## src/sv/btaa_pkg.sv

```systemverilog
`default_nettype none
// ----------------------------------------------------------------------------
// btaa_pkg: shared types and constants of the tile atlas allocator
// Mode and status codes, controller command and status structs.
// ----------------------------------------------------------------------------
package btaa_pkg;

	localparam int KEY_W   = 64;
	localparam int SIZE_W  = 16;
	localparam int TILE_W  = 8;
	localparam int EDGE_W  = 13;
	localparam int COORD_W = 12;
	localparam int STAT_W  = 3;
	localparam int CFG_IDX_W = 3;
	localparam int CFG_DAT_W = 13;
	localparam int GEN_W   = 32;
	localparam int SLOT_W  = 25;
	localparam int TPR_W   = 13;

	localparam logic [1:0] MODE_ACQUIRE = 2'd0;
	localparam logic [1:0] MODE_FIND    = 2'd1;
	localparam logic [1:0] MODE_ADVANCE = 2'd2;
	localparam logic [1:0] MODE_CLEAR   = 2'd3;

	localparam logic [STAT_W-1:0] ST_PLACED   = 3'd0;
	localparam logic [STAT_W-1:0] ST_STORED   = 3'd1;
	localparam logic [STAT_W-1:0] ST_NO_ROOM  = 3'd2;
	localparam logic [STAT_W-1:0] ST_FOUND    = 3'd3;
	localparam logic [STAT_W-1:0] ST_NOT_FOUND = 3'd4;
	localparam logic [STAT_W-1:0] ST_DONE     = 3'd5;

	localparam logic [CFG_IDX_W-1:0] REG_TILE0 = 3'd0;
	localparam logic [CFG_IDX_W-1:0] REG_TILE1 = 3'd1;
	localparam logic [CFG_IDX_W-1:0] REG_TILE2 = 3'd2;
	localparam logic [CFG_IDX_W-1:0] REG_TILE3 = 3'd3;
	localparam logic [CFG_IDX_W-1:0] REG_START = 3'd4;
	localparam logic [CFG_IDX_W-1:0] REG_LIMIT = 3'd5;

	localparam logic [COORD_W-1:0] COORD_MAX = 12'd4095;

	typedef struct packed {
		logic scan_start;   // begin a scan over all entries
		logic div_start;    // begin a division
		logic ld_clear;     // start clearing valid bits
	} btaa_cmd_t;

	typedef struct packed {
		logic scan_done;
		logic div_done;
	} btaa_stat_t;

endpackage
`default_nettype wire

```

## src/sv/btaa_ctrl.sv

```systemverilog
`default_nettype none
// ----------------------------------------------------------------------------
// btaa_ctrl: request sequencer
// Steps through lookup, capacity, eviction, growth and placement of an acquire request.
// ----------------------------------------------------------------------------
module btaa_ctrl
	import btaa_pkg::*;
#(
	parameter int ENTRY_COUNT  = 256,
	parameter int STAMP_BITS   = 32,
	parameter int BUCKET_COUNT = 4
) (
	input  wire logic clk,
	input  wire logic arst_n,
	input  wire logic in_fire,
	input  wire logic [1:0] in_mode,
	input  wire logic out_fire,
	input  wire logic hit_found,
	input  wire logic free_found,
	input  wire logic vic_evict,
	input  wire logic tile_zero,
	input  wire logic cap_zero,
	input  wire logic slot_full,
	input  wire logic grow_ok,
	input  wire logic tpr_zero,
	input  btaa_stat_t stat,
	output btaa_cmd_t  cmd,
	output logic       busy,
	output logic       out_valid,
	output logic [4:0] step
);
	localparam logic [4:0] S_IDLE  = 5'd0;
	localparam logic [4:0] S_SCAN  = 5'd1;
	localparam logic [4:0] S_TPR   = 5'd2;  // edge / tile
	localparam logic [4:0] S_CAP   = 5'd3;  // check capacity
	localparam logic [4:0] S_VY    = 5'd4;  // victim y / tile
	localparam logic [4:0] S_VX    = 5'd5;  // victim x / tile
	localparam logic [4:0] S_GROW  = 5'd6;  // grown edge / tile
	localparam logic [4:0] S_TPR2  = 5'd7;  // edge / tile for placement
	localparam logic [4:0] S_SLOT  = 5'd8;  // slot / tpr
	localparam logic [4:0] S_MULY  = 5'd9;
	localparam logic [4:0] S_WRITE = 5'd10;
	localparam logic [4:0] S_FAIL  = 5'd11;
	localparam logic [4:0] S_DONE  = 5'd12;
	localparam logic [4:0] S_OUT   = 5'd13;
	localparam logic [4:0] S_HIT   = 5'd14;

	logic [4:0] st_q;
	logic [1:0] mode_q;

	always_ff @(posedge clk or negedge arst_n) begin
		if (!arst_n) begin
			st_q   <= S_IDLE;
			mode_q <= MODE_ACQUIRE;
		end else begin
			case (st_q)
				S_IDLE: if (in_fire) begin
					mode_q <= in_mode;
					st_q   <= (in_mode inside {MODE_ACQUIRE, MODE_FIND}) ? S_SCAN : S_DONE;
				end
				S_SCAN: if (stat.scan_done) begin
					if (hit_found)
						st_q <= S_HIT;
					else if (mode_q == MODE_FIND)
						st_q <= S_DONE;
					else if (tile_zero)
						st_q <= S_FAIL;
					else
						st_q <= S_TPR;
				end
				S_TPR: if (stat.div_done) st_q <= S_CAP;
				S_CAP: begin
					if (!slot_full)
						st_q <= free_found ? S_TPR2 : S_FAIL;
					else if (vic_evict)
						st_q <= S_VY;
					else if (grow_ok && free_found)
						st_q <= S_GROW;
					else
						st_q <= S_FAIL;
				end
				S_VY:   if (stat.div_done) st_q <= S_VX;
				S_VX:   if (stat.div_done) st_q <= S_TPR2;
				S_GROW: if (stat.div_done) st_q <= S_TPR2;
				S_TPR2: if (stat.div_done) st_q <= S_SLOT;
				S_SLOT: begin
					if (tpr_zero)
						st_q <= S_FAIL;
					else if (stat.div_done)
						st_q <= S_MULY;
				end
				S_MULY:  st_q <= S_WRITE;
				S_WRITE: st_q <= S_OUT;
				S_FAIL:  st_q <= S_OUT;
				S_DONE:  st_q <= S_OUT;
				S_HIT:   st_q <= S_OUT;
				S_OUT:   if (out_fire) st_q <= S_IDLE;
				default: st_q <= S_IDLE;
			endcase
		end
	end

	always_comb begin
		cmd = '0;
		cmd.scan_start = (st_q == S_IDLE) && in_fire &&
			(in_mode == MODE_ACQUIRE || in_mode == MODE_FIND);
		cmd.ld_clear = (st_q == S_IDLE) && in_fire && (in_mode == MODE_CLEAR);
		case (st_q)
			S_SCAN:  cmd.div_start = stat.scan_done && !hit_found &&
				mode_q == MODE_ACQUIRE && !tile_zero;
			S_CAP:   cmd.div_start = slot_full ? (vic_evict || (grow_ok && free_found))
				: free_found;
			S_VY:    cmd.div_start = stat.div_done;
			S_VX:    cmd.div_start = stat.div_done;
			S_GROW:  cmd.div_start = stat.div_done;
			S_TPR2:  cmd.div_start = stat.div_done;
			default: cmd.div_start = 1'b0;
		endcase
	end

	assign busy      = (st_q != S_IDLE);
	assign out_valid = (st_q == S_OUT);
	assign step      = st_q;
endmodule
`default_nettype wire

```

## config.mk

```make
export PLATFORM = sky130hd
export DESIGN_NAME = btaa_ctrl
export DESIGN_NICKNAME = d
export VERILOG_FILES = /design/src/sv/btaa_pkg.sv /design/src/sv/btaa_ctrl.sv
export SDC_FILE = /design/constraint.sdc
export NUM_CORES = 1
export LEC_CHECK = 0
export ABC_AREA = 1
export BUFFER_PORTS_ARGS = -buffer_cell sky130_fd_sc_hd__buf_2
export CAP_MARGIN = 20
export CORE_MARGIN = 2
export CORE_UTILIZATION = 50
export DETAILED_ROUTE_END_ITERATION = 8
export PLACE_DENSITY_LB_ADDON = 0.15
export SLEW_MARGIN = 15
export SYNTH_ARGS = -nofsm -noshare
export SYNTH_HDL_FRONTEND = slang
export SYNTH_SLANG_ARGS = --single-unit
```

## constraint.sdc

```tcl
create_clock -name clk -period 2.4 [get_ports clk]
set_clock_uncertainty 0.15 [all_clocks]
set_input_delay 0.36 -clock clk [delete_from_list [all_inputs] [get_ports clk]]
set_output_delay 0.36 -clock clk [all_outputs]
set_load 0.01 [all_outputs]
```

### After elaboration in Yosys (flattened, before gate mapping)

Index checks and enable logic that the tools add are counted.
Widths: inputs -> output; s select.

* register bits: 7
* bits in latches: 0
* bits in writable memories: 0
* memory bits (read-only): 0
* output and inout bits: 10
* word-level logic and storage cells: 68
* memories kept: 0

* $add $sub $neg: 0
* $mul: 0
* div/mod/pow operators: 0
* $lt $le $gt $ge: 0
* equality and inequality tests: 25
* shift operators: 0
* mux-type cells: 20
* bitwise operators: 0
* reductions and logical operators: 21

Operators by type and width (count)
* $pmux 5 s11: 1
* $mux 5: 9
* $eq 5x4->1 const B: 7
* $mux 4: 8
* $eq 5x3->1 const B: 4
* $ne 2x2->1 const B: 6
* $eq 5x2->1 const B: 2
* $reduce_and 8->1: 1
* $reduce_or 4->1: 2
* $logic_and 1x1->1: 7
* $eq 5x1->1 const B: 1
* $logic_not 5->1: 1
* $reduce_bool 5->1: 1
* $eq 2x1->1 const B: 2
* $logic_not 2->1: 2
* $ne 3x3->1 const B: 1
* $pmux 1 s3: 1
* $eq 2x2->1 const B: 1
* $logic_not 1->1: 2
* $logic_or 1x1->1: 2
* $ne 2x1->1 const B: 1
* $reduce_and 2->1: 1
* $reduce_bool 2->1: 1
* $reduce_or 2->1: 1
* $mux 1: 1

### Longest topological paths before layout

Gate-level depths: netlist of the first run.

* depth after elaboration: 5
* gate-level depth with buffers: 10

### Worst setup path after synthesis of the first run

No wires, ideal clock.

* path kind: register to output
* start: register st_q[2] (netlist: step[2])
* end: output cmd[0] (netlist name)
* arrival time: 1.201 ns
* required time: 1.890 ns
* path slack: 0.689 ns
* cell stages (with the launch flop): 6
* buffers on the path: 0
* cell sequence: dfrtp_1 -> nor2_2 -> nand2_4 -> nor2_1 -> nand2_1 -> nor2_1

RTL lines
* start: declaration: RTL line btaa_ctrl.sv:48 `logic [4:0] st_q;`
* start signal: assignment: RTL line btaa_ctrl.sv:59 `st_q <= (in_mode inside {MODE_ACQUIRE, MODE_FIND}) ? S_SCAN : S_DONE;`
* start signal: assignment: RTL line btaa_ctrl.sv:74 `st_q <= free_found ? S_TPR2 : S_FAIL;`
* end: declaration: RTL line btaa_ctrl.sv:27 `output btaa_cmd_t cmd,`

==> results.cfg, run 1 <==
[clock_network]
cts_resized = 0
root_buffer = clkbuf_4
clock_latency_ns = 0.23
clock-sinks = 6
htreeDepth = 1
cts_tree = done
path_clk_slew_ns = 0.04
cts_setup_buffers = 0
holdBufCountCts = 1
numCtsBuffers = 3
cts_buffer_depth = 2

[route]
wl_microns = 1460
routed_via_density = 4.88
post-route-drc-count = 0
drtAntennaViolNets = 0
vias = 752
routedWlPerCell_microns = 9.47
drt_iter0_drc = 25
dr.pass1.iters = 4

[placement]
hpwl_microns = 1260
numPortBuffers = 23
gp_congestion = 0.836

[setup_path]
path_cells = nor2_2 -> nand2_4 -> nor2_1 -> nand2_1 -> nor2_1 -> buf_2
crit_type = reg2out
startpoint_type = flop
cp_data_arrival_time_ns = 1.52
cp_data_required_time_ns = 1.89
critPathMaxStageDelay_ns = 0.45
cpMaxStageDelayCell = dfrtp_1
end_kind = primary output
crit_fanout = 7
critical_path.startpoint = step[2]
rr_startpoint = step[1]
cpMostUsedCell = nor2_1

[timing]
fin_crit_ns = 2.03
tns_ns = 0
period_share_pct = 84.7
setup_viol = 0
finalMaxSlewViolations = 0
max_freq_ghz = 0.492
rsz0062_at_grt = false
final-hold-violation-count = 0

[synth]
synthTopCellsByArea = dfrtp_1, nand2_1, inv_1, nand3_1, nand2_2
synth_top_area_cell = dfrtp_1
seq_area_frac_synth_pct = 22.9
avgSynthCellArea_sq_um = 5.81
yosys_warnings = 0
syn-cell-area_sq_um = 657
synth_cells = 113
syn_nets = 129
ys_seq_elements = 6
synth_top_area_share_pct = 22.9
synth_cell_types = 20

[cells_and_area]
final_cell_mix = nand2_1, buf_2, inv_1, nor2_1, nand3_1
area_delta_synth_final_pct = 24.2
final_nets = 157
antenna_cells = 0
final_util_pct = 64.3
final_common_cell = nand2_1
drive_gt1_share_pct = 33.1

[power]
vdd_drop_max_mv = 0.714
power_density_nw_per_um2 = 1200
p_leak_nw = 0.484

[grt]
grt_max_degree = 9
grt_pass1_wl_microns = 2420
first_global_vias = 640
grt_use_met3_pct = 3.33
antenna_found_initial = 0
use_met1_pct = 28.3
gr-total-overflow = 0
grt-busiest-layer = met2
grt_usage_pct = 22.6
grtUsageMet2_pct = 38.3

[floorplanning]
die_h_microns = 40.2
core-area_sq_um = 1270
die_x_microns = 40.2
pin_count = 26
rows = 13
die_area_sq_um = 1620
initial_core_util_pct = 51.8

[flow_run]
cap_viol_max_count = 0

[worst_hold_path]
hold_path_class = in2reg
min-delay-start = in_mode[1]

[outcome]
outcome = finished clean
path summary, 6_finish.rpt:
kind                       slack [ns]  cells after the start   endpoint
max                              0.37                      6     cmd[0]
min                              0.21                      3  mode_q[1]
max reg2reg                      0.87                     10    step[3]
min reg2reg                      0.42                      2  mode_q[1]
max in group asynchronous        1.64                      2  mode_q[1]
min in group asynchronous        0.33                      2    step[3]
cells by family (layout without fill, tap and decap cells):
group	after synthesis	after routing	synth area share, %
and+or+nand+nor	71	71	52.2
AOI/OAI and AO/OA	12	12	10.7
DFF	6	6	22.9
other	1	1	0.571
buffers and inverters	23	49	13.7
Yosys cell counts (all sizes together):
| library cell | count |
|---|---|
| nand2 | 40 |
| inv | 20 |
| nor2 | 17 |
| nand3 | 9 |
| dfrtp | 6 |
| o21ai | 6 |
| nand4 | 3 |
| o211ai | 3 |
| a21oi | 2 |
| clkinv | 2 |
| nor3 | 2 |
| buf | 1 |
| conb | 1 |
| o31ai | 1 |
power by group:
group / internal (mW) / switching (mW)
sequential: 0.156 / 0.0765
combinational: 0.237 / 0.422
clock: 0.0561 / 0.0297
total: 0.449 / 0.528
flip-flops by register name (all words and copies together) (netlist names):
register / count
mode_q: 2
step: 4
area by class of cell:
| type | instances | area [sq um] |
|---|---|---|
| Clock buffer | 3 | 22.5 |
| Timing Repair Buffer | 24 | 125 |
| Inverter | 22 | 82.6 |
| Tap cell | 15 | 18.8 |
| Sequential cell | 6 | 150 |
| Multi-Input combinational cell | 84 | 417 |
| Fill cell | 126 | 453 |
per-stage QoR:
| step | hold slack (ns) | total power, mW | instance area (sq um) | std cells | setup slack, ns |
|---|---|---|---|---|---|
| finish | 0.211 | 0.977 | 816 | 154 | 0.367 |
| global route | 0.246 | 1.10 | 816 | 154 | 0.225 |
| CTS | 0.208 | 0.985 | 816 | 154 | 0.355 |
| detailed placement | 0.0328 | 0.890 | 783 | 150 | 0.611 |
| global placement | 0.0325 | 0.884 | 783 | 150 | 0.610 |
| floorplan | -0.0856 | 0.721 | 657 | 113 | 0.689 |
critical path: cells and delay by family (launching register included):
family                 cells  cell delay (ns)
buffers and inverters      1             0.13
flip-flops                 1             0.45
AND/OR/NAND/NOR            5             0.70
per-layer routing:
metal | part of all wire [%] | vias to the layer above | routed length, microns
li1 | - | 402 | -
met1 | 42 | 322 | 617
met2 | 51 | 28 | 747
met3 | 6.3 | 0 | 92
met4 | 0 | 0 | 0
met5 | 0 | - | 0
Power figures use the tool's default switching activity.
==> run 2: changes to the inputs <==
Settings changed: CORE_UTILIZATION 50 to 42.
Clock period 2.4 ns to 1.7 ns, I/O delays scaled along.
==> run 2 against run 1 <==
The flow now finishes with violations (negative setup slack); first-iteration DRC count is 8.0% higher; die area is 17% higher; critical path depth did not move; global-route usage is 2.9 points lower; final cell count is 7.8% higher; power is 85% higher; non-clock buffer count is 11 higher; worst hold slack got worse by 0.11 ns; combinational power is 100% higher; setup slack worse by 0.43 ns; register-to-register slack worse by 0.77 ns; sequential share of layout area is 2.6 points lower; critical path type unchanged; critical endpoint is now cmd[1]; highest routed layer is now met4.
==> results.cfg, run 2 (synthesis results as in run 1) <==
[outcome]
outcome = complete, but fails checks
violations = negative setup slack

[route]
dr.pass1.iters = 4
routed_via_density = 5.02
post-route-drc-count = 0
drtAntennaViolNets = 0
drt_iter0_drc = 27
routedWlPerCell_microns = 11.1
wl_microns = 1840
vias = 833

[power]
p_leak_nw = 0.570
power_density_nw_per_um2 = 1830
finalPower_mw = 1.80
vdd_drop_max_mv = 0.970

[floorplanning]
die_h_microns = 43.5
rows = 14
die_area_sq_um = 1900
initial_core_util_pct = 44.1
core-area_sq_um = 1490
die_x_microns = 43.5
pin_count = 26

[timing]
final-hold-violation-count = 0
fin_ws_ns = -0.0646
finalMaxSlewViolations = 0
max_freq_ghz = 0.567
period_share_pct = 104
tns_ns = -0.118
fin_crit_ns = 1.76
rsz0062_at_grt = true
setup_viol = 3

[grt]
gr-total-overflow = 0
grt_pass1_wl_microns = 2900
first_global_vias = 763
grt_usage_pct = 19.7
antenna_found_initial = 0
grt_max_degree = 9

[setup_path]
r2r_slack_ns = 0.10
crit_type = reg2out
end_kind = primary output
cpMaxStageDelayCell = dfrtp_2
crit_fanout = 7
cp_data_required_time_ns = 1.29
startpoint_type = flop
critPathMaxStageDelay_ns = 0.48
cp_data_arrival_time_ns = 1.36
reg2reg_depth = 10
path_cells = buf_4 -> nand2_4 -> clkinv_2 -> nand3_2 -> o211ai_1 -> buf_2
rr_startpoint = step[1]
r2r_end = step[2]

[cells_and_area]
regArea_sq_um = 155
final_nets = 168
final_cell_mix = nand2_1, buf_2, inv_1, buf_4
drive_gt1_share_pct = 47.3
antenna_cells = 0
area_delta_synth_final_pct = 49.7
largest_register_ffs = 4
fin_cells = 166
final_common_cell = nand2_1
n_fill_cell = 137
multiInputGateArea_sq_um = 479

[placement]
placed_cells = 154
hpwl_microns = 1300
numPortBuffers = 23
gp_congestion = 0.875
pre_cts_ws_ns = 0.0910

[clock_network]
clock_latency_ns = 0.24
clock-sinks = 6
cts_buffer_depth = 2
cts_tree = done
root_buffer = clkbuf_4
htreeDepth = 1
numCtsBuffers = 3
path_clk_slew_ns = 0.04

[worst_hold_path]
hold_path_class = in2reg
min_to = mode_q[1]
min-delay-start = in_mode[1]
whs_path_depth = 3

[flow_run]
cap_viol_max_count = 0
-- run 2: worst max-delay path, delay by kind of cell (launching register included) --
family | cells | cell delay (ns)
AO/OA/AOI/OAI | 1 | 0.10
buffers and inverters | 3 | 0.38
flip-flops | 1 | 0.48
AND/OR/NAND/NOR | 2 | 0.16
-- run 2: per-layer routing --
| metal | global-route usage [%] | vias up | wire length [microns] |
|---|---|---|---|
| li1 | - | 425 | - |
| met2 | 34.4 | 19 | 960 |
| met1 | 24.4 | 385 | 786 |
| met3 | 0.833 | 4 | 57 |
| met5 | 0 | - | 0 |
| met4 | 10.3 | 0 | 31 |
-- run 2: worst max path at each step --
stage / start / end / slack (ns) / cells past startpoint
4_1_cts: step[3] / cmd[1] / -0.05 / 6
6_report: step[1] / cmd[1] / -0.06 / 6
3_5_place_dp: step[3] / cmd[0] / 0.09 / 6
3_3_place_gp: step[3] / cmd[0] / 0.1 / 6
5_1_grt: step[1] / cmd[1] / -0.14 / 6
2_1_floorplan: step[2] / cmd[0] / 0.09 / 5
-- run 2: what timing repair did --
item	4_1_cts	5_1_grt
setup endpoints to repair	3	7
hold endpoints to repair	6	0
gates resized for setup	11	11
buffers inserted	6	3
pin swaps	2	5
hold buffers	1	0
-- run 2: final cells by class --
cell class	instances	share of cell area, %
flip-flops and latches	6	15.8
repair buffers	35	22.4
clock buffers	3	2.29
inverters	22	8.78
well taps	16	2.04
multi-input cells	84	48.7
-- run 2: where the power goes --
group / total [mW] / leakage, nW / internal, mW / switching, mW
registers: 0.343 / 0.0690 / 0.230 / 0.113
logic: 1.34 / 0.487 / 0.569 / 0.766
clock network: 0.126 / 0.0138 / 0.0795 / 0.0467
-- run 2: through the flow --
stage | utilization, % | area (sq um) | hold WS [ns]
after floorplan | - | 657 | -0.191
after global placement | 54.2 | 807 | -0.0727
after detailed placement | 54.2 | 807 | -0.0697
after CTS | 62.4 | 930 | 0.0907
after global routing | 66.1 | 983 | 0.128
final | 66.1 | 983 | 0.0974
==> run 3: changes to the inputs <==
Settings changed: CORE_UTILIZATION 42 to 47.
Clock period 1.7 ns to 1.97 ns, I/O delays scaled along.
==> run 3 against run 2 <==
The run now ends clean; combinational power shrank 36%; clock-buffer cell count unchanged; worst hold slack better by 0.056 ns; die area decreased by 9.7%; utilization decreased by 0.95 points; global-route usage fell by 0.61 points; via count down 9.4%; clock power decreased by 18%; sequential cell count stayed put; critical endpoint unchanged.
==> results.cfg, run 3 (synthesis results as in run 1) <==
[setup_path]
path_cells = inv_2 -> nand2_2 -> nor2_4 -> nand4_1 -> o211ai_1 -> buf_2
critPathMaxStageDelay_ns = 0.47
cpMaxStageDelayCell = dfrtp_2
crit_type = reg2out
cp_data_arrival_time_ns = 1.43
crit_fanout = 8
startpoint_type = flop
end_kind = primary output
cp_data_required_time_ns = 1.52

[flow_run]
cap_viol_max_count = 0

[clock_network]
numCtsBuffers = 3
clock_latency_ns = 0.23
root_buffer = clkbuf_4
cts_tree = done
path_clk_slew_ns = 0.04
clock-sinks = 6
htreeDepth = 1
cts_buffer_depth = 2

[timing]
period_share_pct = 95.1
max_freq_ghz = 0.534
tns_ns = 0
rsz0062_at_grt = false
fin_crit_ns = 1.87
fin_hold_ws_ns = 0.154
setup_viol = 0
final-hold-violation-count = 0
finalMaxSlewViolations = 0

[cells_and_area]
final_nets = 159
regArea_sq_um = 154
final_cell_mix = nand2_1, buf_2, inv_1, nor2_1, nand3_1
drive_gt1_share_pct = 36.9
final_common_cell = nand2_1
antenna_cells = 0
largest_register_ffs = 4
multiInputGateArea_sq_um = 429
area_delta_synth_final_pct = 29.0
n_fill_cell = 130

[route]
routedWlPerCell_microns = 9.99
routed_via_density = 4.84
drtAntennaViolNets = 0
wl_microns = 1560
dr.pass1.iters = 4
vias = 755
drt_iter0_drc = 6
post-route-drc-count = 0

[floorplanning]
die_h_microns = 41.4
core-area_sq_um = 1300
die_x_microns = 41.4
initial_core_util_pct = 50.5
pin_count = 26
die_area_sq_um = 1710
rows = 13

[grt]
first_global_vias = 587
grt_usage_pct = 19.1
grt_pass1_wl_microns = 2190
grt_max_degree = 9
antenna_found_initial = 0
gr-total-overflow = 0

[placement]
hpwl_microns = 1280
numPortBuffers = 23
gp_congestion = 0.832

[outcome]
outcome = finished clean

[power]
vdd_drop_max_mv = 0.909
p_leak_nw = 0.492
power_density_nw_per_um2 = 1500
finalPower_mw = 1.27

[worst_hold_path]
hold_path_class = in2reg
-- run 3: cell types whose count changed in the layout (fill, tap and decap cells not counted), sizes merged --
cell,delta
buf,-9
-- run 3: layer usage --
layer / share of wire (%) / GRT usage [%] / vias to the layer above
met1: 48 / 25.1 / 327
li1: - / - / 410
met2: 48 / 34.0 / 15
met5: 0 / 0 / -
met4: 1.0 / 5.65 / 0
met3: 3.1 / 0.532 / 3
-- run 3: final timing paths --
kind	end	slack (ns)	start	depth (start not counted)
worst max-delay path	cmd[1]	0.1	step[1]	6
worst max register to register	step[3]	0.47	step[1]	10
worst min-delay path	mode_q[1]	0.15	in_mode[1]	3
worst min register to register	mode_q[1]	0.43	mode_q[1]	2
min in group asynchronous	step[3]	0.26	arst_n	2
max in group asynchronous	step[0]	1.25	arst_n	2
-- run 3: per-stage QoR --
stage               cells  setup slack, ns  area (sq um)  util, %
floorplan             113            0.323           657        -
global placement      150            0.250           783     60.2
detailed placement    150            0.236           783     60.2
CTS                   154           0.0155           821     63.1
global route          156           0.0248           847     65.1
finish                156           0.0965           847     65.1
-- run 3: worst max-delay path: cells and delay by family, from the launching register on --
| family | cells | cell delay, ns |
|---|---|---|
| buffers and inverters | 2 | 0.26 |
| DFF | 1 | 0.47 |
| and+or+nand+nor | 3 | 0.37 |
| AOI/OAI and AO/OA | 1 | 0.10 |
-- run 3: area by class of cell --
cell class / instances / share of cell area (%)
clock buffer: 3 / 2.66
timing repair buffer: 26 / 16.5
tap: 15 / 2.22
inverter: 22 / 9.75
sequential: 6 / 18.2
multi-input combinational: 84 / 50.7
-- run 3: power breakdown --
part,internal [mW],switching [mW],total [mW],leakage (nW)
Sequential,0.197,0.108,0.305,0.0703
Combinational,0.328,0.534,0.863,0.408
Clock,0.0682,0.0344,0.103,0.0138
Total,0.593,0.677,1.27,0.492
-- run 3: timing repair --
| item | 4_1_cts | 5_1_grt |
|---|---|---|
| gates resized for setup | 1 | 5 |
| setup buffers | 0 | 2 |
| hold buffers | 1 | 0 |
| pin swaps | 0 | 1 |
| endpoints found under the setup margin | 1 | 2 |
| hold endpoints to repair | 6 | 0 |
